## config.mk

```make
export PLATFORM = sky130hd
export DESIGN_NAME = stepper_speed_ramp_pulse_gen_unit
export DESIGN_NICKNAME = d
export VERILOG_FILES = /design/src/design/sspg_pkg.sv /design/src/design/sspg_front.sv /design/src/design/sspg_fifo.sv /design/src/design/sspg_div.sv /design/src/design/sspg_back.sv /design/src/design/stepper_speed_ramp_pulse_gen_unit.sv
export SDC_FILE = /design/constraint.sdc
export NUM_CORES = 1
export LEC_CHECK = 0
export BUFFER_PORTS_ARGS = -buffer_cell sky130_fd_sc_hd__buf_2
export CORE_ASPECT_RATIO = 1.4
export CORE_MARGIN = 3
export CORE_UTILIZATION = 48
export CTS_BUF_LIST = sky130_fd_sc_hd__clkbuf_8
export DETAILED_ROUTE_END_ITERATION = 12
export HOLD_SLACK_MARGIN = 0.12
export PLACE_DENSITY = 0.75
export SLEW_MARGIN = 30
export SYNTH_ARGS = -nofsm -noshare
export SYNTH_HDL_FRONTEND = slang
export SYNTH_SLANG_ARGS = --single-unit
export TNS_END_PERCENT = 100
```

## constraint.sdc

```tcl
create_clock -name i_clk -period 19.1 [get_ports i_clk]
set_input_delay 0.955 -clock i_clk [delete_from_list [all_inputs] [get_ports i_clk]]
set_output_delay 0.955 -clock i_clk [all_outputs]
set_load 0.02 [all_outputs]
```

## src/design/sspg_pkg.sv

```systemverilog
// Shared types, constants and helpers for the stepper speed-ramp pulse generator.
package sspg_pkg;

    // Field and register widths
    localparam int ALIM_W    = 10;
    localparam int SLIM_W    = 15;
    localparam int NUM_W     = 22;
    localparam int SPEED_W   = 16;
    localparam int RATE_W    = 11;
    localparam int MAG_W     = 15;
    localparam int ACCEL_W   = 16;
    localparam int CMD_W     = 2;
    localparam int OUT_W     = 40;
    localparam int APB_W     = 32;
    localparam int ADDR_W    = 4;
    localparam int REG_IDX_W = 2;

    // Command queue between front and back
    localparam int Q_DEPTH   = 2;
    localparam int Q_PTR_W   = 1;
    localparam int Q_CNT_W   = 2;

    // Divider: one quotient bit per cycle
    localparam int DIV_CNT_W = 5;
    localparam logic [DIV_CNT_W-1:0] DIV_STEPS = DIV_CNT_W'(NUM_W);

    // Speed constants, hundredths of rpm
    localparam logic [SLIM_W-1:0]         SPEED_RANGE = 15'd30000;
    localparam logic [MAG_W-1:0]          MIN_MAG     = 15'd100;
    localparam logic signed [SPEED_W-1:0] SPEED_RST   = 16'sd6000;

    // Register reset values
    localparam logic [ALIM_W-1:0] ACCEL_LIMIT_RST = 10'd250;
    localparam logic [SLIM_W-1:0] SPEED_LIMIT_RST = 15'd15000;
    localparam logic [NUM_W-1:0]  PERIOD_NUM_RST  = 22'd1875000;

    // Register indexes (byte address / 4)
    localparam logic [REG_IDX_W-1:0] REG_ACCEL_LIMIT = 2'd0;
    localparam logic [REG_IDX_W-1:0] REG_SPEED_LIMIT = 2'd1;
    localparam logic [REG_IDX_W-1:0] REG_PERIOD_NUM  = 2'd2;

    // Command codes on the input beat
    localparam logic [CMD_W-1:0] CMD_SET_ACCEL = 2'd0;
    localparam logic [CMD_W-1:0] CMD_CTRL_TICK = 2'd1;
    localparam logic [CMD_W-1:0] CMD_USEC_TICK = 2'd2;

    // Classified operation carried through the queue
    typedef enum logic [1:0] {
        OP_ACCEL,
        OP_CTRL,
        OP_USEC,
        OP_REPORT
    } t_op;

    typedef struct packed {
        t_op                      op;
        logic signed [RATE_W-1:0] rate;
    } t_q_item;

    typedef struct packed {
        logic             done;
        logic [NUM_W-1:0] quot;
    } t_div_rsp;

    typedef enum logic [1:0] {
        ST_IDLE,
        ST_MAG,
        ST_DIV
    } t_back_state;

    // Clamp a signed acceleration to +/- lim
    function automatic logic signed [RATE_W-1:0] sat_rate(
        input logic signed [ACCEL_W-1:0] a,
        input logic [ALIM_W-1:0]         lim
    );
        logic signed [ACCEL_W:0] v_a;
        logic signed [ACCEL_W:0] v_l;
        logic signed [ACCEL_W:0] v_r;
        v_a = {a[ACCEL_W-1], a};
        v_l = {{(ACCEL_W+1-ALIM_W){1'b0}}, lim};
        if (v_a > v_l) begin
            v_r = v_l;
        end else if (v_a < -v_l) begin
            v_r = -v_l;
        end else begin
            v_r = v_a;
        end
        return v_r[RATE_W-1:0];
    endfunction

endpackage

```

## src/design/sspg_front.sv

```systemverilog
// Front end: takes input beats, classifies the command and saturates the acceleration.
module sspg_front (
    input  logic                          s_axis_tvalid,
    output logic                          s_axis_tready,
    input  logic [1:0]                    s_axis_tuser,   // [1:0] cmd
    input  logic [15:0]                   s_axis_tdata,   // [15:0] accel_value
    input  logic [sspg_pkg::ALIM_W-1:0]   i_accel_limit,
    input  logic                          i_q_full,
    output logic                          o_q_push,
    output sspg_pkg::t_q_item             o_q_item
);
    import sspg_pkg::*;

    // Accept whenever the queue has room
    assign s_axis_tready = ~i_q_full;
    assign o_q_push      = s_axis_tvalid & ~i_q_full;

    // Decode command and pre-saturate the requested rate
    always_comb begin
        o_q_item.rate = sat_rate(s_axis_tdata, i_accel_limit);
        case (s_axis_tuser)
            CMD_SET_ACCEL: o_q_item.op = OP_ACCEL;
            CMD_CTRL_TICK: o_q_item.op = OP_CTRL;
            CMD_USEC_TICK: o_q_item.op = OP_USEC;
            default:       o_q_item.op = OP_REPORT;
        endcase
    end

endmodule

```

## src/design/sspg_fifo.sv

```systemverilog
// Short command queue decoupling the front end from the execution back end.
module sspg_fifo (
    input  logic              i_clk,
    input  logic              i_rst_n,
    input  logic              i_push,
    input  sspg_pkg::t_q_item i_item,
    output logic              o_full,
    input  logic              i_pop,
    output logic              o_valid,
    output sspg_pkg::t_q_item o_item
);
    import sspg_pkg::*;

    t_q_item              r_mem [Q_DEPTH];
    logic [Q_PTR_W-1:0]   r_wr_ptr;
    logic [Q_PTR_W-1:0]   r_rd_ptr;
    logic [Q_CNT_W-1:0]   r_count;
    logic                 w_do_push;
    logic                 w_do_pop;

    assign o_full    = (r_count == Q_CNT_W'(Q_DEPTH));
    assign o_valid   = (r_count != '0);
    assign o_item    = r_mem[r_rd_ptr];
    assign w_do_push = i_push & ~o_full;
    assign w_do_pop  = i_pop & o_valid;

    // Pointers and fill count
    always_ff @(posedge i_clk) begin
        if (!i_rst_n) begin
            r_wr_ptr <= '0;
            r_rd_ptr <= '0;
            r_count  <= '0;
        end else begin
            if (w_do_push) r_wr_ptr <= r_wr_ptr + 1'b1;
            if (w_do_pop)  r_rd_ptr <= r_rd_ptr + 1'b1;
            case ({w_do_push, w_do_pop})
                2'b10:   r_count <= r_count + 1'b1;
                2'b01:   r_count <= r_count - 1'b1;
                default: r_count <= r_count;
            endcase
        end
    end

    // Entry storage
    always_ff @(posedge i_clk) begin
        if (w_do_push) r_mem[r_wr_ptr] <= i_item;
    end

endmodule

```

## src/design/sspg_div.sv

```systemverilog
// Restoring divider, one quotient bit per cycle: step period = numerator / |speed|.
module sspg_div (
    input  logic                        i_clk,
    input  logic                        i_rst_n,
    input  logic                        i_start,
    input  logic [sspg_pkg::NUM_W-1:0]  i_num,
    input  logic [sspg_pkg::MAG_W-1:0]  i_den,
    output sspg_pkg::t_div_rsp          o_rsp
);
    import sspg_pkg::*;

    logic                 r_busy;
    logic                 r_done;
    logic [DIV_CNT_W-1:0] r_cnt;
    logic [NUM_W-1:0]     r_quo;
    logic [MAG_W-1:0]     r_rem;
    logic [MAG_W-1:0]     r_den;
    logic [MAG_W:0]       w_trial;
    logic                 w_fit;
    logic [MAG_W:0]       w_diff;

    // Shift in next dividend bit and try subtracting
    assign w_trial = {r_rem, r_quo[NUM_W-1]};
    assign w_fit   = (w_trial >= {1'b0, r_den});
    assign w_diff  = w_trial - {1'b0, r_den};

    assign o_rsp.done = r_done;
    assign o_rsp.quot = r_quo;

    // Control
    always_ff @(posedge i_clk) begin
        if (!i_rst_n) begin
            r_busy <= 1'b0;
            r_done <= 1'b0;
            r_cnt  <= '0;
        end else begin
            r_done <= 1'b0;
            if (i_start) begin
                r_busy <= 1'b1;
                r_cnt  <= DIV_STEPS;
            end else if (r_busy) begin
                r_cnt <= r_cnt - 1'b1;
                if (r_cnt == DIV_CNT_W'(1)) begin
                    r_busy <= 1'b0;
                    r_done <= 1'b1;
                end
            end
        end
    end

    // Datapath
    always_ff @(posedge i_clk) begin
        if (i_start) begin
            r_quo <= i_num;
            r_rem <= '0;
            r_den <= i_den;
        end else if (r_busy) begin
            r_quo <= {r_quo[NUM_W-2:0], w_fit};
            r_rem <= w_fit ? w_diff[MAG_W-1:0] : w_trial[MAG_W-1:0];
        end
    end

endmodule

```

## src/design/sspg_back.sv

```systemverilog
// Back end: executes queued commands, holds ramp and waveform state, drives result beats.
module sspg_back (
    input  logic                        i_clk,
    input  logic                        i_rst_n,
    input  logic                        i_q_valid,
    input  sspg_pkg::t_q_item           i_q_item,
    output logic                        o_q_pop,
    input  logic [sspg_pkg::ALIM_W-1:0] i_accel_limit,
    input  logic [sspg_pkg::SLIM_W-1:0] i_speed_limit,
    input  logic [sspg_pkg::NUM_W-1:0]  i_period_num,
    output logic                        o_div_start,
    output logic [sspg_pkg::NUM_W-1:0]  o_div_num,
    output logic [sspg_pkg::MAG_W-1:0]  o_div_den,
    input  sspg_pkg::t_div_rsp          i_div_rsp,
    output logic                        m_axis_tvalid,
    input  logic                        m_axis_tready,
    // [0] step_out, [1] dir_out, [17:2] speed_now, [39:18] period_now
    output logic [sspg_pkg::OUT_W-1:0]  m_axis_tdata
);
    import sspg_pkg::*;

    t_back_state               r_state,  n_state;
    logic signed [SPEED_W-1:0] r_speed,  n_speed;
    logic signed [RATE_W-1:0]  r_rate,   n_rate;
    logic [NUM_W-1:0]          r_period, n_period;
    logic [NUM_W-1:0]          r_phase,  n_phase;
    logic                      r_level,  n_level;
    logic                      r_out_valid, n_out_valid;
    logic [OUT_W-1:0]          r_out_data,  n_out_data;
    logic                      w_load;
    logic                      w_out_free;

    // Control tick datapath
    logic signed [RATE_W-1:0]  w_resat;
    logic [SLIM_W-1:0]         w_lim;
    logic signed [SPEED_W:0]   w_lim_x;
    logic signed [SPEED_W:0]   w_sum;
    logic                      w_rate_pos;
    logic                      w_rate_neg;
    logic signed [SPEED_W-1:0] w_speed_new;
    logic [SPEED_W-1:0]        w_abs;
    logic [MAG_W-1:0]          w_mag;

    // Microsecond tick datapath
    logic [NUM_W-2:0]          w_half;
    logic [NUM_W-2:0]          w_half_eff;
    logic [NUM_W-1:0]          w_full;
    logic [NUM_W:0]            w_inc;
    logic                      w_stop;
    logic                      w_usec_level;
    logic [NUM_W-1:0]          w_usec_phase;

    assign w_out_free    = ~r_out_valid | m_axis_tready;
    assign m_axis_tvalid = r_out_valid;
    assign m_axis_tdata  = r_out_data;
    assign o_div_num     = i_period_num;
    assign o_div_den     = w_mag;

    // Resaturate the rate, add it, clamp to the speed limit
    always_comb begin
        w_resat    = sat_rate({{(ACCEL_W-RATE_W){r_rate[RATE_W-1]}}, r_rate}, i_accel_limit);
        w_lim      = (i_speed_limit > SPEED_RANGE) ? SPEED_RANGE : i_speed_limit;
        w_lim_x    = {{(SPEED_W+1-SLIM_W){1'b0}}, w_lim};
        w_sum      = {r_speed[SPEED_W-1], r_speed}
                   + {{(SPEED_W+1-RATE_W){w_resat[RATE_W-1]}}, w_resat};
        w_rate_neg = w_resat[RATE_W-1];
        w_rate_pos = ~w_resat[RATE_W-1] & (w_resat != '0);
        if (w_rate_pos && (w_sum > w_lim_x)) begin
            w_speed_new = w_lim_x[SPEED_W-1:0];
        end else if (w_rate_neg && (w_sum < -w_lim_x)) begin
            w_speed_new = -w_lim_x[SPEED_W-1:0];
        end else if (w_resat == '0) begin
            w_speed_new = r_speed;
        end else begin
            w_speed_new = w_sum[SPEED_W-1:0];
        end
    end

    // Speed magnitude, fits in 15 bits since |speed| <= 30000
    assign w_abs = r_speed[SPEED_W-1] ? -r_speed : r_speed;
    assign w_mag = w_abs[MAG_W-1:0];

    // Square wave: high for half a period, low for half; period 1 counts as half of 1
    always_comb begin
        w_half       = r_period[NUM_W-1:1];
        w_half_eff   = (w_half == '0) ? (NUM_W-1)'(1) : w_half;
        w_full       = {w_half_eff, 1'b0};
        w_inc        = {1'b0, r_phase} + 1'b1;
        w_stop       = (r_speed == '0) || (r_period == '0);
        if (w_stop) begin
            w_usec_level = 1'b0;
            w_usec_phase = '0;
        end else begin
            w_usec_level = (r_phase < {1'b0, w_half_eff});
            w_usec_phase = (w_inc >= {1'b0, w_full}) ? '0 : w_inc[NUM_W-1:0];
        end
    end

    // Sequencer: next state and outputs
    always_comb begin
        n_state     = r_state;
        n_speed     = r_speed;
        n_rate      = r_rate;
        n_period    = r_period;
        n_phase     = r_phase;
        n_level     = r_level;
        n_out_valid = r_out_valid & ~m_axis_tready;
        n_out_data  = r_out_data;
        w_load      = 1'b0;
        o_q_pop     = 1'b0;
        o_div_start = 1'b0;
        case (r_state)
            ST_IDLE: begin
                if (i_q_valid && w_out_free) begin
                    o_q_pop = 1'b1;
                    case (i_q_item.op)
                        OP_ACCEL: begin
                            n_rate = i_q_item.rate;
                            w_load = 1'b1;
                        end
                        OP_CTRL: begin
                            n_rate  = w_resat;
                            n_speed = w_speed_new;
                            n_state = ST_MAG;
                        end
                        OP_USEC: begin
                            n_level = w_usec_level;
                            n_phase = w_usec_phase;
                            w_load  = 1'b1;
                        end
                        default: w_load = 1'b1;
                    endcase
                end
            end
            ST_MAG: begin
                if (w_mag >= MIN_MAG) begin
                    o_div_start = 1'b1;
                    n_state     = ST_DIV;
                end else begin
                    w_load  = 1'b1;
                    n_state = ST_IDLE;
                end
            end
            ST_DIV: begin
                if (i_div_rsp.done) begin
                    n_period = i_div_rsp.quot;
                    w_load   = 1'b1;
                    n_state  = ST_IDLE;
                end
            end
            default: n_state = ST_IDLE;
        endcase
        if (w_load) begin
            n_out_valid = 1'b1;
            n_out_data  = {n_period, n_speed, n_speed[SPEED_W-1], n_level};
        end
    end

    // State registers
    always_ff @(posedge i_clk) begin
        if (!i_rst_n) begin
            r_state     <= ST_IDLE;
            r_speed     <= SPEED_RST;
            r_rate      <= '0;
            r_period    <= '0;
            r_phase     <= '0;
            r_level     <= 1'b0;
            r_out_valid <= 1'b0;
        end else begin
            r_state     <= n_state;
            r_speed     <= n_speed;
            r_rate      <= n_rate;
            r_period    <= n_period;
            r_phase     <= n_phase;
            r_level     <= n_level;
            r_out_valid <= n_out_valid;
        end
    end

    // Result payload
    always_ff @(posedge i_clk) begin
        r_out_data <= n_out_data;
    end

endmodule

```

## src/design/stepper_speed_ramp_pulse_gen_unit.sv

```systemverilog
// Stepper speed-ramp pulse generator top level: registers, queue, front and back ends.
// Every input beat gives exactly one result beat with the step level, direction, speed and
// step period after that command. Beats enter a two-deep queue; the back end takes one
// command at a time. Set-acceleration, microsecond-tick and unused commands leave the back
// end in the cycle after they are taken from the queue. A control tick passes through the
// MAG state, and the DIV state too when |speed| is at least 1 rpm, because the new period
// comes from a divider that yields one quotient bit per cycle over 22 bits. A command is
// taken from the queue only when the result register is empty or is being read in that
// cycle, so a stalled result holds the back end while the queue keeps taking beats until
// it is full. Registers accel_limit, speed_limit and period_numerator sit at APB byte
// addresses 0x0, 0x4 and 0x8 and are to be written only while the block is idle.
module stepper_speed_ramp_pulse_gen_unit (
    input  logic                        i_clk,
    input  logic                        i_rst_n,
    // input stream
    input  logic                        s_axis_tvalid,
    output logic                        s_axis_tready,
    input  logic [1:0]                  s_axis_tuser,   // [1:0] cmd
    input  logic [15:0]                 s_axis_tdata,   // [15:0] accel_value
    // result stream
    output logic                        m_axis_tvalid,
    input  logic                        m_axis_tready,
    // [0] step_out, [1] dir_out, [17:2] speed_now, [39:18] period_now
    output logic [sspg_pkg::OUT_W-1:0]  m_axis_tdata,
    // configuration
    input  logic                        psel,
    input  logic                        penable,
    input  logic                        pwrite,
    input  logic [sspg_pkg::ADDR_W-1:0] paddr,
    input  logic [sspg_pkg::APB_W-1:0]  pwdata,
    output logic [sspg_pkg::APB_W-1:0]  prdata,
    output logic                        pready
);
    import sspg_pkg::*;

    logic [ALIM_W-1:0]    r_accel_limit;
    logic [SLIM_W-1:0]    r_speed_limit;
    logic [NUM_W-1:0]     r_period_num;
    logic [REG_IDX_W-1:0] w_reg_idx;
    logic                 w_wr;

    logic                 w_q_full;
    logic                 w_q_push;
    t_q_item              w_push_item;
    logic                 w_q_valid;
    logic                 w_q_pop;
    t_q_item              w_head_item;
    logic                 w_div_start;
    logic [NUM_W-1:0]     w_div_num;
    logic [MAG_W-1:0]     w_div_den;
    t_div_rsp             w_div_rsp;

    // Register file
    assign pready    = 1'b1;
    assign w_reg_idx = paddr[ADDR_W-1:2];
    assign w_wr      = psel & penable & pwrite & pready;

    always_ff @(posedge i_clk) begin
        if (!i_rst_n) begin
            r_accel_limit <= ACCEL_LIMIT_RST;
            r_speed_limit <= SPEED_LIMIT_RST;
            r_period_num  <= PERIOD_NUM_RST;
        end else if (w_wr) begin
            case (w_reg_idx)
                REG_ACCEL_LIMIT: r_accel_limit <= pwdata[ALIM_W-1:0];
                REG_SPEED_LIMIT: r_speed_limit <= pwdata[SLIM_W-1:0];
                REG_PERIOD_NUM:  r_period_num  <= pwdata[NUM_W-1:0];
                default: ;
            endcase
        end
    end

    always_comb begin
        case (w_reg_idx)
            REG_ACCEL_LIMIT: prdata = {{(APB_W-ALIM_W){1'b0}}, r_accel_limit};
            REG_SPEED_LIMIT: prdata = {{(APB_W-SLIM_W){1'b0}}, r_speed_limit};
            REG_PERIOD_NUM:  prdata = {{(APB_W-NUM_W){1'b0}}, r_period_num};
            default:         prdata = '0;
        endcase
    end

    // Front end
    sspg_front u_front (
        .s_axis_tvalid (s_axis_tvalid),
        .s_axis_tready (s_axis_tready),
        .s_axis_tuser  (s_axis_tuser),
        .s_axis_tdata  (s_axis_tdata),
        .i_accel_limit (r_accel_limit),
        .i_q_full      (w_q_full),
        .o_q_push      (w_q_push),
        .o_q_item      (w_push_item)
    );

    // Command queue
    sspg_fifo u_fifo (
        .i_clk   (i_clk),
        .i_rst_n (i_rst_n),
        .i_push  (w_q_push),
        .i_item  (w_push_item),
        .o_full  (w_q_full),
        .i_pop   (w_q_pop),
        .o_valid (w_q_valid),
        .o_item  (w_head_item)
    );

    // Period divider
    sspg_div u_div (
        .i_clk   (i_clk),
        .i_rst_n (i_rst_n),
        .i_start (w_div_start),
        .i_num   (w_div_num),
        .i_den   (w_div_den),
        .o_rsp   (w_div_rsp)
    );

    // Back end
    sspg_back u_back (
        .i_clk         (i_clk),
        .i_rst_n       (i_rst_n),
        .i_q_valid     (w_q_valid),
        .i_q_item      (w_head_item),
        .o_q_pop       (w_q_pop),
        .i_accel_limit (r_accel_limit),
        .i_speed_limit (r_speed_limit),
        .i_period_num  (r_period_num),
        .o_div_start   (w_div_start),
        .o_div_num     (w_div_num),
        .o_div_den     (w_div_den),
        .i_div_rsp     (w_div_rsp),
        .m_axis_tvalid (m_axis_tvalid),
        .m_axis_tready (m_axis_tready),
        .m_axis_tdata  (m_axis_tdata)
    );

endmodule

```

==> impl_metrics.xml, run 1 <==
<?xml version="1.0" encoding="UTF-8"?>
<metrics>
  <group name="logic_synthesis">
    <metric name="synth_largest_area_cell" unit="">edfxtp_1</metric>
    <metric name="ys_types" unit="">82</metric>
    <metric name="ys_async_sr_fraction" unit="%">0</metric>
    <metric name="netlist_instances" unit="">1812</metric>
    <metric name="ys_ff_latch" unit="">251</metric>
    <metric name="synth-seq-area-share" unit="%">37.04</metric>
    <metric name="share_of_the_synthesized_area_in_the_top_cell_type" unit="%">18.77</metric>
    <metric name="mappedNetlistArea" unit="um2">16320</metric>
    <metric name="netlist_top_cells_area" unit="">edfxtp_1 (19%), dfxtp_1 (18%), ha_1 (12%)</metric>
    <metric name="postSynthAreaPerCell" unit="um2">9.007</metric>
    <metric name="ys.warnings.count" unit="">0</metric>
    <metric name="synth_edf_count" unit="">102</metric>
    <metric name="synthFlopType" unit="">dfxtp_1</metric>
  </group>
  <group name="setup_path">
    <metric name="reg2reg_depth" unit="">35</metric>
    <metric name="critical_path_peak_fanout" unit="">15</metric>
    <metric name="crit_path_start_kind" unit="">flip-flop</metric>
    <metric name="crit_top_cell" unit="">ha_1</metric>
    <metric name="timing.critical_path.max_delay_family" unit="">compound AO/OA/AOI/OAI gates</metric>
    <metric name="worst_ep_required_time" unit="ps">19330</metric>
    <metric name="r2r_slack" unit="ps">9270</metric>
    <metric name="timing.critical_path.to_type" unit="">flip-flop</metric>
    <metric name="maximum_single_stage_delay_on_the_critical_path" unit="ps">860</metric>
    <metric name="setup.worst_path.class" unit="">flip-flop to flip-flop</metric>
    <metric name="critical-path-slowest-cell" unit="">a311oi_4</metric>
    <metric name="crit_arrival" unit="ps">10060</metric>
    <metric name="cp.depth" unit="">35</metric>
    <metric name="worst-path-buf-inv" unit="">3</metric>
  </group>
  <group name="power_and_ir_drop">
    <metric name="power_per_cell_area" unit="nW/um2">138.3</metric>
    <metric name="peakVddDrop" unit="uV">95.74</metric>
    <metric name="p_total" unit="mW">2.484</metric>
    <metric name="leakagePower" unit="nW">7.632</metric>
  </group>
  <group name="grt">
    <metric name="vias_in_the_first_global_route" unit="">13640</metric>
    <metric name="initial_antenna_violation_count" unit="">0</metric>
    <metric name="wire_length_of_the_first_global_routing_pass" unit="um">71700</metric>
    <metric name="pin_count_of_the_biggest_net_entering_global_routing" unit="">65</metric>
    <metric name="globalRoute.totalOverflow" unit="">0</metric>
    <metric name="track_usage" unit="%">24.70</metric>
  </group>
  <group name="cts">
    <metric name="cts_tree" unit="">done</metric>
    <metric name="cts_hold_buf" unit="">0</metric>
    <metric name="cts-buffers-inserted" unit="">39</metric>
    <metric name="clk-insertion-delay-late" unit="ps">560</metric>
    <metric name="clock_sink_count" unit="">251</metric>
    <metric name="cts_resized" unit="">0</metric>
    <metric name="clock_transition_at_the_register_clock_pins_on_the_worst_setup_and_hold_paths_after_cts" unit="ps">70</metric>
    <metric name="clk_buf_depth" unit="">3</metric>
    <metric name="post-cts-setup-buffers" unit="">0</metric>
    <metric name="clk_root_buffer_cell" unit="">clkbuf_8</metric>
    <metric name="htree_num_levels" unit="">2</metric>
  </group>
  <group name="routing">
    <metric name="route.detailed.drc" unit="">0</metric>
    <metric name="routed_wirelength" unit="um">45290</metric>
    <metric name="drt_pass1_iterations" unit="">5</metric>
    <metric name="dr.first_iter.drc_count" unit="">945</metric>
    <metric name="route.vias.total" unit="">13720</metric>
    <metric name="detail-route-antenna-nets" unit="">0</metric>
    <metric name="avgViaCountPerCell" unit="">5.790</metric>
    <metric name="detail_route.wl_per_cell" unit="um">19.12</metric>
  </group>
  <group name="status">
    <metric name="status" unit="">completed</metric>
  </group>
  <group name="sta">
    <metric name="timing.slew.headroom" unit="%">34.35</metric>
    <metric name="finalClockSkew" unit="ps">22.48</metric>
    <metric name="fin_hold_ws" unit="ps">463.3</metric>
    <metric name="worst_slew_pin_slew" unit="ps">982.3</metric>
    <metric name="min_period" unit="ps">9833</metric>
    <metric name="timing.fmax" unit="MHz">101.7</metric>
    <metric name="setup_repair_after_global_routing_missed_its_margin" unit="">no</metric>
    <metric name="number_of_hold_violations_in_the_final_report" unit="">0</metric>
    <metric name="worst_slack" unit="ps">9267</metric>
    <metric name="final_layout_setup_total_negative_slack" unit="ps">0</metric>
    <metric name="final_min_period_over_clock_period" unit="%">51.48</metric>
    <metric name="final_max_slew_viol_count" unit="">0</metric>
    <metric name="setup_viol_count_final" unit="">0</metric>
  </group>
  <group name="placement">
    <metric name="dp_hpwl" unit="um">35060</metric>
    <metric name="place_congestion" unit="">0.9829</metric>
    <metric name="placement.setup.worst_slack" unit="ps">9331</metric>
    <metric name="io_buffer_count" unit="">112</metric>
  </group>
  <group name="floorplan">
    <metric name="die_area" unit="um2">36280</metric>
    <metric name="floorplan.die.width" unit="um">161.8</metric>
    <metric name="fp.dieH" unit="um">224.2</metric>
    <metric name="i_o_pins" unit="">136</metric>
    <metric name="std_cell_rows" unit="">79</metric>
    <metric name="initial_utilization" unit="%">48.85</metric>
    <metric name="core" unit="um2">33410</metric>
  </group>
  <group name="cells_and_area">
    <metric name="finalNetCount" unit="">2118</metric>
    <metric name="multi_input_comb_area" unit="um2">9562</metric>
    <metric name="area.sequential" unit="um2">6047</metric>
    <metric name="num-fill-cells" unit="">3116</metric>
    <metric name="final_layout_size_suffix_gt1_share" unit="%">13.62</metric>
    <metric name="area_delta_synth_final" unit="%">10.05</metric>
  </group>
  <group name="hold_path">
    <metric name="min-delay-path-class" unit="">flip-flop to flip-flop</metric>
    <metric name="min_path_cells" unit="">2</metric>
  </group>
  <group name="run">
    <metric name="max_cap_viol_count" unit="">0</metric>
  </group>
</metrics>
==> logic make-up after synthesis <==
| family | after synthesis | synth area share (%) |
|---|---|---|
| AO/OA/AOI/OAI | 444 | 17.59 |
| XOR/XNOR | 77 | 4.132 |
| adder cells (fa/ha/maj) | 164 | 12.66 |
| buffers and inverters | 196 | 4.983 |
| flip-flops | 251 | 37.04 |
| multiplexers | 89 | 5.857 |
| other | 2 | 0.04602 |
| AND/OR/NAND/NOR | 589 | 17.68 |
==> per-layer routing <==
layer	routed length, um	global-route usage [%]
met5	0	0
met4	2642	13.57
met3	1918	2.812
met2	23280	45.34
met1	17450	27.65
==> path summary, 6_finish.rpt <==
kind / endpoint / startpoint
hold / removal: u_div.r_rem[14]$_SDFFE_PP0P_ / u_div.r_rem[14]$_SDFFE_PP0P_
hold reg to reg: u_div.r_rem[14]$_SDFFE_PP0P_ / u_div.r_rem[14]$_SDFFE_PP0P_
setup / recovery: u_back.m_axis_tdata[5]$_DFFE_PP_ / r_accel_limit[0]$_SDFFE_PN0P_
setup reg to reg: u_back.m_axis_tdata[5]$_DFFE_PP_ / r_accel_limit[0]$_SDFFE_PN0P_
==> tightest hold or removal path, stage by stage (launching register included) <==
cell	delay, ps
dfxtp_1	310
nand2_1	60
a21oi_1	50
==> sequential cells by signal, summed over array words and instances (netlist names), 16 cells and up, named ones only <==
signal and cells:
r_period_num 22, u_back.m_axis_tdata 39, u_back.r_period 22, u_back.r_phase 22, u_back.r_speed 16, u_div.r_quo 22
u_fifo.r_mem 26
==> Yosys cell counts, types with 5 or more instances <==
cell type	n
a211o_1	6
a211oi_1	18
a21boi_0	5
a21o_1	24
a21oi_1	127
a221o_1	5
a22o_1	7
a31oi_1	18
and2_1	38
and3_1	13
buf_1	7
buf_2	5
buf_4	13
clkbuf_1	69
dfxtp_1	149
edfxtp_1	102
ha_1	162
inv_1	99
mux2_2	48
mux2i_1	40
nand2_1	217
nand2b_1	40
nand3_1	48
nand4_1	26
nor2_1	97
nor2b_1	28
nor3_1	23
nor3b_1	5
nor4_1	17
o211ai_1	19
o21a_1	25
o21ai_0	105
o21bai_1	6
o221ai_1	7
o22ai_1	6
o31ai_1	8
or3_1	9
xnor2_1	57
xor2_1	20
==> per-stage QoR <==
step / util [%] / std cells / instance area (um2)
after global placement: 51.42 / 2296 / 17180
after global routing: 53.75 / 2368 / 17960
after floorplan: - / 1821 / 16350
after CTS: 53.69 / 2367 / 17940
after detailed placement: 51.49 / 2296 / 17200
final: 53.76 / 2369 / 17960
==> cells in the final DEF, fill, tap and decap left out, types with 6 or more instances in the layout <==
cell / netlist / routed
and3_1: 13 / 13
conb_1: 2 / 11
ha_1: 162 / 162
a31oi_1: 18 / 18
nand4_1: 26 / 26
mux2i_1: 40 / 40
a22o_1: 7 / 7
a211oi_1: 18 / 18
nor3_1: 23 / 23
nand2b_1: 40 / 40
o221ai_1: 7 / 6
mux2_2: 48 / 48
a211o_1: 6 / 6
o21a_1: 25 / 25
nor4_1: 17 / 17
o31ai_1: 8 / 8
buf_4: 13 / 15
o21bai_1: 6 / 6
nand3_1: 48 / 48
or3_1: 9 / 9
inv_1: 99 / 112
o21ai_0: 105 / 105
o22ai_1: 6 / 6
o211ai_1: 19 / 19
edfxtp_1: 102 / 102
a21o_1: 24 / 24
nand2_1: 217 / 215
clkbuf_8: 0 / 45
buf_2: 5 / 112
nor2_1: 97 / 96
nor2b_1: 28 / 28
xnor2_1: 57 / 57
xor2_1: 20 / 20
dfxtp_1: 149 / 148
and2_1: 38 / 38
a21oi_1: 127 / 127
==> final cells by class <==
type,count,share of cell area (%)
antenna,1,0.01393
sequential,251,33.67
inverter,99,2.069
multi-input combinational,1374,53.24
timing repair buffer,128,3.824
clock inverter,27,0.7175
tap,445,3.100
clock buffer,44,3.372
==> power breakdown <==
group | leakage (nW) | switching [mW] | total, mW | internal (mW)
combinational | 5.05 | 0.793 | 1.30 | 0.505
sequential | 2.15 | 0.0826 | 0.759 | 0.677
clock | 0.431 | 0.213 | 0.427 | 0.214
total | 7.63 | 1.09 | 2.48 | 1.39
(Power assumes the default switching activity.)
==> inputs of run 2 (changes only) <==
PLACE_DENSITY = 0.78   (was 0.75)
clock period = 8.3 ns   (was 19.1 ns; I/O delays follow)
==> impl_metrics.xml, run 2 (synthesis gave the netlist of run 1 again) <==
<?xml version="1.0" encoding="UTF-8"?>
<metrics>
  <group name="status">
    <metric name="status" unit="">completed</metric>
  </group>
  <group name="sta">
    <metric name="number_of_hold_violations_in_the_final_report" unit="">0</metric>
    <metric name="timing.fmax" unit="MHz">126.6</metric>
    <metric name="finalClockSkew" unit="ps">36.89</metric>
    <metric name="worst_slack" unit="ps">400.4</metric>
    <metric name="final_max_slew_viol_count" unit="">0</metric>
    <metric name="final_min_period_over_clock_period" unit="%">95.18</metric>
    <metric name="min_period" unit="ps">7900</metric>
    <metric name="worst_slew_pin_slew" unit="ps">994.2</metric>
    <metric name="setup_viol_count_final" unit="">0</metric>
    <metric name="timing.slew.headroom" unit="%">33.56</metric>
  </group>
  <group name="cells_and_area">
    <metric name="max_ffs_per_register" unit="">39</metric>
    <metric name="area.sequential" unit="um2">6046</metric>
    <metric name="finish.cell_count_without_fillers" unit="">2427</metric>
    <metric name="num-fill-cells" unit="">3058</metric>
    <metric name="final_cell_mix" unit="">nand2_1 (216), ha_1 (161), dfxtp_1 (149), a21oi_1 (127)</metric>
    <metric name="multi_input_comb_area" unit="um2">9589</metric>
    <metric name="finalNetCount" unit="">2174</metric>
    <metric name="most_common_cell_after_layout_fill_and_taps_aside" unit="">nand2_1</metric>
    <metric name="area_delta_synth_final" unit="%">13.72</metric>
    <metric name="final_layout_size_suffix_gt1_share" unit="%">15.50</metric>
  </group>
  <group name="power_and_ir_drop">
    <metric name="power.net_switching" unit="mW">2.605</metric>
    <metric name="combPwrFrac" unit="%">53.4</metric>
    <metric name="power_per_cell_area" unit="nW/um2">326.7</metric>
    <metric name="power_frac_seq" unit="%">28.8</metric>
    <metric name="peakVddDrop" unit="uV">174.5</metric>
    <metric name="internal-power" unit="mW">3.459</metric>
    <metric name="clock_power_share" unit="%">17.8</metric>
    <metric name="leakagePower" unit="nW">7.933</metric>
    <metric name="switching_share" unit="%">42.96</metric>
  </group>
  <group name="placement">
    <metric name="io_buffer_count" unit="">112</metric>
    <metric name="place_inst" unit="">2331</metric>
    <metric name="place_congestion" unit="">0.9901</metric>
    <metric name="dp_hpwl" unit="um">36130</metric>
    <metric name="placement.setup.worst_slack" unit="ps">125.5</metric>
  </group>
  <group name="cts">
    <metric name="htree_num_levels" unit="">2</metric>
    <metric name="cts_tree" unit="">done</metric>
    <metric name="cts-buffers-inserted" unit="">40</metric>
    <metric name="clock_transition_at_the_register_clock_pins_on_the_worst_setup_and_hold_paths_after_cts" unit="ps">60</metric>
    <metric name="post-cts-setup-buffers" unit="">0</metric>
    <metric name="clk_root_buffer_cell" unit="">clkbuf_8</metric>
    <metric name="clock_sink_count" unit="">251</metric>
    <metric name="clk-insertion-delay-late" unit="ps">590</metric>
    <metric name="clk_buf_depth" unit="">3</metric>
  </group>
  <group name="routing">
    <metric name="drt_pass1_iterations" unit="">5</metric>
    <metric name="routed_wirelength" unit="um">46830</metric>
    <metric name="detail_route.wl_per_cell" unit="um">19.29</metric>
    <metric name="avgViaCountPerCell" unit="">5.778</metric>
    <metric name="route.detailed.drc" unit="">0</metric>
    <metric name="dr.first_iter.drc_count" unit="">786</metric>
    <metric name="route.vias.total" unit="">14020</metric>
    <metric name="detail-route-antenna-nets" unit="">0</metric>
  </group>
  <group name="floorplan">
    <metric name="fp.dieH" unit="um">224.2</metric>
    <metric name="core" unit="um2">33410</metric>
    <metric name="floorplan.die.width" unit="um">161.8</metric>
    <metric name="i_o_pins" unit="">136</metric>
    <metric name="std_cell_rows" unit="">79</metric>
    <metric name="die_area" unit="um2">36280</metric>
    <metric name="initial_utilization" unit="%">48.85</metric>
  </group>
  <group name="setup_path">
    <metric name="critical-path-slowest-cell" unit="">or3_2</metric>
    <metric name="setup.worst_path.class" unit="">flip-flop to flip-flop</metric>
    <metric name="crit_top_cell" unit="">buf_4</metric>
    <metric name="worst-path-buf-inv" unit="">7</metric>
    <metric name="maximum_single_stage_delay_on_the_critical_path" unit="ps">650</metric>
    <metric name="crit_arrival" unit="ps">8210</metric>
    <metric name="timing.critical_path.to_type" unit="">flip-flop</metric>
    <metric name="timing.critical_path.max_delay_family" unit="">simple AND/OR/NAND/NOR gates</metric>
    <metric name="critical_path_peak_fanout" unit="">22</metric>
    <metric name="worst_ep_required_time" unit="ps">8610</metric>
    <metric name="crit_path_start_kind" unit="">flip-flop</metric>
  </group>
  <group name="run">
    <metric name="max_cap_viol_count" unit="">0</metric>
  </group>
  <group name="grt">
    <metric name="pin_count_of_the_biggest_net_entering_global_routing" unit="">76</metric>
    <metric name="vias_in_the_first_global_route" unit="">13950</metric>
    <metric name="wire_length_of_the_first_global_routing_pass" unit="um">73690</metric>
    <metric name="track_usage" unit="%">25.31</metric>
    <metric name="initial_antenna_violation_count" unit="">0</metric>
    <metric name="globalRoute.totalOverflow" unit="">0</metric>
  </group>
  <group name="hold_path">
    <metric name="min-delay-path-class" unit="">input pin to flip-flop</metric>
  </group>
</metrics>
==> run 2: worst reg2reg max path: cells and delay by family (launching register included) <==
family / cells / cell delay (ps)
AND/OR/NAND/NOR: 11 / 2470
AO/OA/AOI/OAI: 10 / 2330
buffers and inverters: 7 / 1160
adder cells (fa/ha/maj): 4 / 1020
multiplexers: 1 / 340
flip-flops: 1 / 310
==> run 2: path summary, 6_finish.rpt <==
check / endpoint / depth (start not counted) / from / slack [ps]
setup reg to reg: u_back.m_axis_tdata[4]$_DFFE_PP_ / 33 / r_accel_limit[0]$_SDFFE_PN0P_ / 400
hold / removal: r_speed_limit[3]$_SDFFE_PN1P_ / 3 / pwdata[3] / 140
hold reg to reg: u_div.r_rem[14]$_SDFFE_PP0P_ / 2 / u_div.r_rem[14]$_SDFFE_PP0P_ / 470
setup / recovery: u_back.m_axis_tdata[4]$_DFFE_PP_ / 33 / r_accel_limit[0]$_SDFFE_PN0P_ / 400
==> run 2: what timing repair did <==
| action | 4_1_cts | 5_1_grt |
|---|---|---|
| hold endpoints to repair | 38 | 0 |
| endpoints found under the setup margin | 0 | 32 |
| gates resized for setup | 0 | 12 |
| hold buffers | 21 | 0 |
==> run 2: layout make-up <==
class | instances | area share, %
Clock buffer | 49 | 3.634
Clock inverter | 25 | 0.8696
Timing Repair Buffer | 183 | 6.242
Multi-Input combinational cell | 1374 | 51.67
Antenna cell | 1 | 0.01348
Tap cell | 445 | 3.000
Sequential cell | 251 | 32.57
Inverter | 99 | 2.002
==> run 2: per-layer routing <==
| layer | vias to the layer above | track usage (%) | wire [um] |
|---|---|---|---|
| li1 | 6802 | - | - |
| met1 | 6654 | 28.47 | 18170 |
| met2 | 428 | 47.09 | 24200 |
| met3 | 140 | 3.163 | 2109 |
| met4 | 0 | 11.87 | 2339 |
| met5 | - | 0 | 0 |
==> run 2: power by group through the flow <==
stage | clock (mW) | combinational [mW] | sequential, mW
2_1_floorplan | 0 | 2.18 | 1.79
3_3_place_gp | 0 | 3.09 | 1.76
3_5_place_dp | 0 | 3.16 | 1.77
4_1_cts | 1.10 | 3.19 | 1.74
5_1_grt | 1.15 | 3.58 | 1.77
6_report | 1.08 | 3.24 | 1.75
==> run 2: per-stage QoR <==
step / cell area (um2) / util, % / total power, mW / TNS (ps) / hold WS, ps
2_1_floorplan: 16350 / - / 3.972 / 0 / 441.5
3_3_place_gp: 17450 / 52.22 / 4.855 / 0 / 453.2
3_5_place_dp: 17460 / 52.25 / 4.929 / 0 / 461.5
4_1_cts: 18500 / 55.38 / 6.031 / 0 / 120.2
5_1_grt: 18560 / 55.55 / 6.497 / -20.17 / 140.8
6_report: 18560 / 55.55 / 6.064 / 0 / 135.8
==> inputs of run 3 (changes only) <==
ABC_AREA = 1   (was not set)
CORE_UTILIZATION = 44   (was 48)
PLACE_DENSITY = 0.73   (was 0.78)
==> impl_metrics.xml, run 3 <==
<?xml version="1.0" encoding="UTF-8"?>
<metrics>
  <group name="floorplan">
    <metric name="std_cell_rows" unit="">84</metric>
    <metric name="core" unit="um2">37840</metric>
    <metric name="i_o_pins" unit="">136</metric>
    <metric name="fp.dieH" unit="um">238.2</metric>
    <metric name="initial_utilization" unit="%">44.77</metric>
    <metric name="floorplan.die.width" unit="um">171.8</metric>
    <metric name="die_area" unit="um2">40920</metric>
  </group>
  <group name="cells_and_area">
    <metric name="final_cell_mix" unit="">nand2_1 (469), inv_1 (340), a21oi_1 (193), ha_1 (162), nor2_1 (155)</metric>
    <metric name="finalNetCount" unit="">2591</metric>
    <metric name="design_area" unit="um2">18890</metric>
    <metric name="most_common_cell_after_layout_fill_and_taps_aside" unit="">nand2_1</metric>
    <metric name="num-fill-cells" unit="">3652</metric>
    <metric name="area_delta_synth_final" unit="%">11.50</metric>
    <metric name="finalCoreUtilization" unit="%">49.92</metric>
    <metric name="final_layout_size_suffix_gt1_share" unit="%">10.39</metric>
    <metric name="max_ffs_per_register" unit="">39</metric>
  </group>
  <group name="sta">
    <metric name="worst_slew_pin_slew" unit="ps">925.9</metric>
    <metric name="timing.slew.headroom" unit="%">36.51</metric>
    <metric name="fin_hold_ws" unit="ps">132.9</metric>
    <metric name="setup_repair_after_global_routing_missed_its_margin" unit="">no</metric>
    <metric name="setup_viol_count_final" unit="">0</metric>
    <metric name="number_of_hold_violations_in_the_final_report" unit="">0</metric>
    <metric name="finalClockSkew" unit="ps">28.82</metric>
    <metric name="min_period" unit="ps">7578</metric>
    <metric name="timing.fmax" unit="MHz">132.0</metric>
    <metric name="final_min_period_over_clock_period" unit="%">91.30</metric>
    <metric name="final_layout_setup_total_negative_slack" unit="ps">0</metric>
    <metric name="final_max_slew_viol_count" unit="">0</metric>
  </group>
  <group name="setup_path">
    <metric name="setup.worst_path.class" unit="">flip-flop to flip-flop</metric>
    <metric name="r2r-end" unit="">u_back.m_axis_tdata[17]$_DFFE_PP_</metric>
    <metric name="reg2reg_depth" unit="">44</metric>
    <metric name="rr_startpoint" unit="">r_accel_limit[1]$_SDFFE_PN1P_</metric>
    <metric name="worst_ep_required_time" unit="ps">8640</metric>
    <metric name="crit_end" unit="">u_back.m_axis_tdata[17]$_DFFE_PP_</metric>
    <metric name="timing.critical_path.to_type" unit="">flip-flop</metric>
    <metric name="crit_start" unit="">r_accel_limit[1]$_SDFFE_PN1P_</metric>
    <metric name="crit_top_cell" unit="">nand2_1</metric>
    <metric name="crit_path_start_kind" unit="">flip-flop</metric>
    <metric name="crit_arrival" unit="ps">7920</metric>
    <metric name="maximum_single_stage_delay_on_the_critical_path" unit="ps">370</metric>
    <metric name="critical-path-slowest-cell" unit="">ha_1</metric>
    <metric name="r2r_slack" unit="ps">720</metric>
    <metric name="critical_path_peak_fanout" unit="">16</metric>
  </group>
  <group name="cts">
    <metric name="cts-buffers-inserted" unit="">41</metric>
    <metric name="clk_root_buffer_cell" unit="">clkbuf_8</metric>
    <metric name="clk_buf_depth" unit="">3</metric>
    <metric name="cts_tree" unit="">done</metric>
    <metric name="htree_num_levels" unit="">2</metric>
    <metric name="clock_sink_count" unit="">251</metric>
    <metric name="clk-insertion-delay-late" unit="ps">580</metric>
    <metric name="clock_transition_at_the_register_clock_pins_on_the_worst_setup_and_hold_paths_after_cts" unit="ps">70</metric>
  </group>
  <group name="power_and_ir_drop">
    <metric name="leakagePower" unit="nW">9.039</metric>
    <metric name="peakVddDrop" unit="uV">248.6</metric>
    <metric name="p_total" unit="mW">7.161</metric>
    <metric name="power_per_cell_area" unit="nW/um2">379.1</metric>
  </group>
  <group name="routing">
    <metric name="routed_wirelength" unit="um">51210</metric>
    <metric name="dr.first_iter.drc_count" unit="">1142</metric>
    <metric name="avgViaCountPerCell" unit="">5.514</metric>
    <metric name="drt_pass1_iterations" unit="">8</metric>
    <metric name="detail_route.wl_per_cell" unit="um">17.84</metric>
    <metric name="metal3_wl" unit="um">2615</metric>
    <metric name="detail-route-antenna-nets" unit="">0</metric>
    <metric name="route.vias.total" unit="">15830</metric>
    <metric name="m1WireLength" unit="um">19290</metric>
    <metric name="top_layer" unit="">met4</metric>
    <metric name="route.detailed.drc" unit="">0</metric>
    <metric name="wl_met2" unit="um">26220</metric>
  </group>
  <group name="run">
    <metric name="max_cap_viol_count" unit="">0</metric>
  </group>
  <group name="status">
    <metric name="status" unit="">completed</metric>
  </group>
  <group name="placement">
    <metric name="dp_hpwl" unit="um">39230</metric>
    <metric name="io_buffer_count" unit="">112</metric>
    <metric name="place_congestion" unit="">0.9738</metric>
    <metric name="post_dp_cell_area" unit="um2">17870</metric>
  </group>
  <group name="logic_synthesis">
    <metric name="share_of_the_synthesized_area_in_the_top_cell_type" unit="%">18.08</metric>
    <metric name="ys.warnings.count" unit="">0</metric>
    <metric name="netlist_instances" unit="">2248</metric>
    <metric name="ys_async_sr_fraction" unit="%">0</metric>
    <metric name="netlist_top_cells_area" unit="">edfxtp_1 (18%), dfxtp_1 (18%), ha_1 (12%)</metric>
    <metric name="mappedNetlistArea" unit="um2">16940</metric>
    <metric name="synth_most_common_cell" unit="">nand2_1</metric>
    <metric name="synthFlopType" unit="">dfxtp_1</metric>
    <metric name="synth_edf_count" unit="">102</metric>
    <metric name="synth-seq-area-share" unit="%">35.69</metric>
    <metric name="synth_largest_area_cell" unit="">edfxtp_1</metric>
    <metric name="ys_ff_latch" unit="">251</metric>
    <metric name="postSynthAreaPerCell" unit="um2">7.536</metric>
    <metric name="ys_types" unit="">58</metric>
    <metric name="yosys-top-cells-count" unit="">nand2_1 (470), inv_1 (328), a21oi_1 (193), ha_1 (162), nor2_1 (158)</metric>
  </group>
  <group name="grt">
    <metric name="initial_antenna_violation_count" unit="">1</metric>
    <metric name="pin_count_of_the_biggest_net_entering_global_routing" unit="">75</metric>
    <metric name="track_usage" unit="%">24.70</metric>
    <metric name="vias_in_the_first_global_route" unit="">15420</metric>
    <metric name="wire_length_of_the_first_global_routing_pass" unit="um">80410</metric>
    <metric name="globalRoute.totalOverflow" unit="">0</metric>
  </group>
  <group name="hold_path">
    <metric name="min-delay-path-class" unit="">input pin to flip-flop</metric>
  </group>
</metrics>
[run 3: cell types whose count changed in the layout (fill, tap and decap cells not counted), moves of 33 or more]
cell | previous run | this run
and2_1 | 38 | 0
nand3_1 | 48 | 107
a21oi_1 | 127 | 193
nand2b_1 | 39 | 1
mux2_2 | 48 | 0
nor2_1 | 95 | 155
xnor2_1 | 57 | 15
xor2_1 | 20 | 53
inv_1 | 112 | 340
mux2i_1 | 40 | 2
nand2_1 | 216 | 469
[run 3: area by class of cell]
type | count | area, um2 | area share (%)
timing repair buffer | 148 | 873.3 | 4.624
clock inverter | 26 | 120.1 | 0.6359
inverter | 347 | 1306 | 6.916
sequential | 251 | 6046 | 32.01
antenna | 2 | 5.005 | 0.02650
clock buffer | 47 | 646.9 | 3.425
tap | 473 | 591.8 | 3.133
multi-input combinational | 1577 | 9299 | 49.23
[run 3: logic make-up after synthesis]
logic type | share of synthesized area [%]
compound gates | 15.20
xor+xnor | 3.671
fa+ha+maj | 12.20
buf+inv | 10.02
flops | 35.69
mux | 0.1182
other cells | 0.04433
simple gates | 23.06
[run 3: critical path, delay by kind of cell (launching register included)]
family | cells | cell delay [ps]
XOR/XNOR | 2 | 450
AND/OR/NAND/NOR | 28 | 3670
adder cells (fa/ha/maj) | 4 | 1260
AO/OA/AOI/OAI | 4 | 830
flip-flops | 1 | 330
buffers and inverters | 6 | 830
[run 3: per-layer routing]
layer / up-vias / track usage [%]
li1: 7768 / -
met1: 7340 / 27.54
met2: 561 / 45.24
met3: 163 / 2.867
met4: 0 / 13.53
met5: - / 0
[run 3: stage by stage]
step / cells / setup WS [ps]
6_report: 2871 / 721.7
5_1_grt: 2870 / 79.10
4_1_cts: 2863 / 424.4
3_5_place_dp: 2775 / 454.7
3_3_place_gp: 2775 / 621.0
2_1_floorplan: 2257 / 2029
[run 3: power breakdown]
| group | switching, mW | leakage [nW] | internal (mW) |
|---|---|---|---|
| Sequential | 0.184 | 2.14 | 1.58 |
| Combinational | 2.89 | 6.45 | 1.47 |
| Clock | 0.515 | 0.443 | 0.520 |
[run 3: what timing repair did]
action	CTS	global route
hold endpoints to repair	21	2
buffers inserted	0	3
endpoints found under the setup margin	0	32
hold buffers	15	2
resized for setup	0	7
[run 3: how the worst min path moves through the flow]
stage,slack [ps],from,endpoint,cells past startpoint
after CTS,120,pwdata[16],r_period_num[16]$_SDFFE_PN0P_,3
after detailed placement,470,u_back.r_level$_SDFF_PN0_,u_back.r_level$_SDFF_PN0_,2
after floorplan,440,r_period_num[6]$_SDFFE_PN0P_,r_period_num[6]$_SDFFE_PN0P_,2
final,130,pwdata[1],r_accel_limit[1]$_SDFFE_PN1P_,3
after global routing,150,pwdata[21],r_period_num[21]$_SDFFE_PN0P_,3
after global placement,460,u_fifo.r_count[1]$_SDFFE_PN0P_,u_fifo.r_count[1]$_SDFFE_PN0P_,1
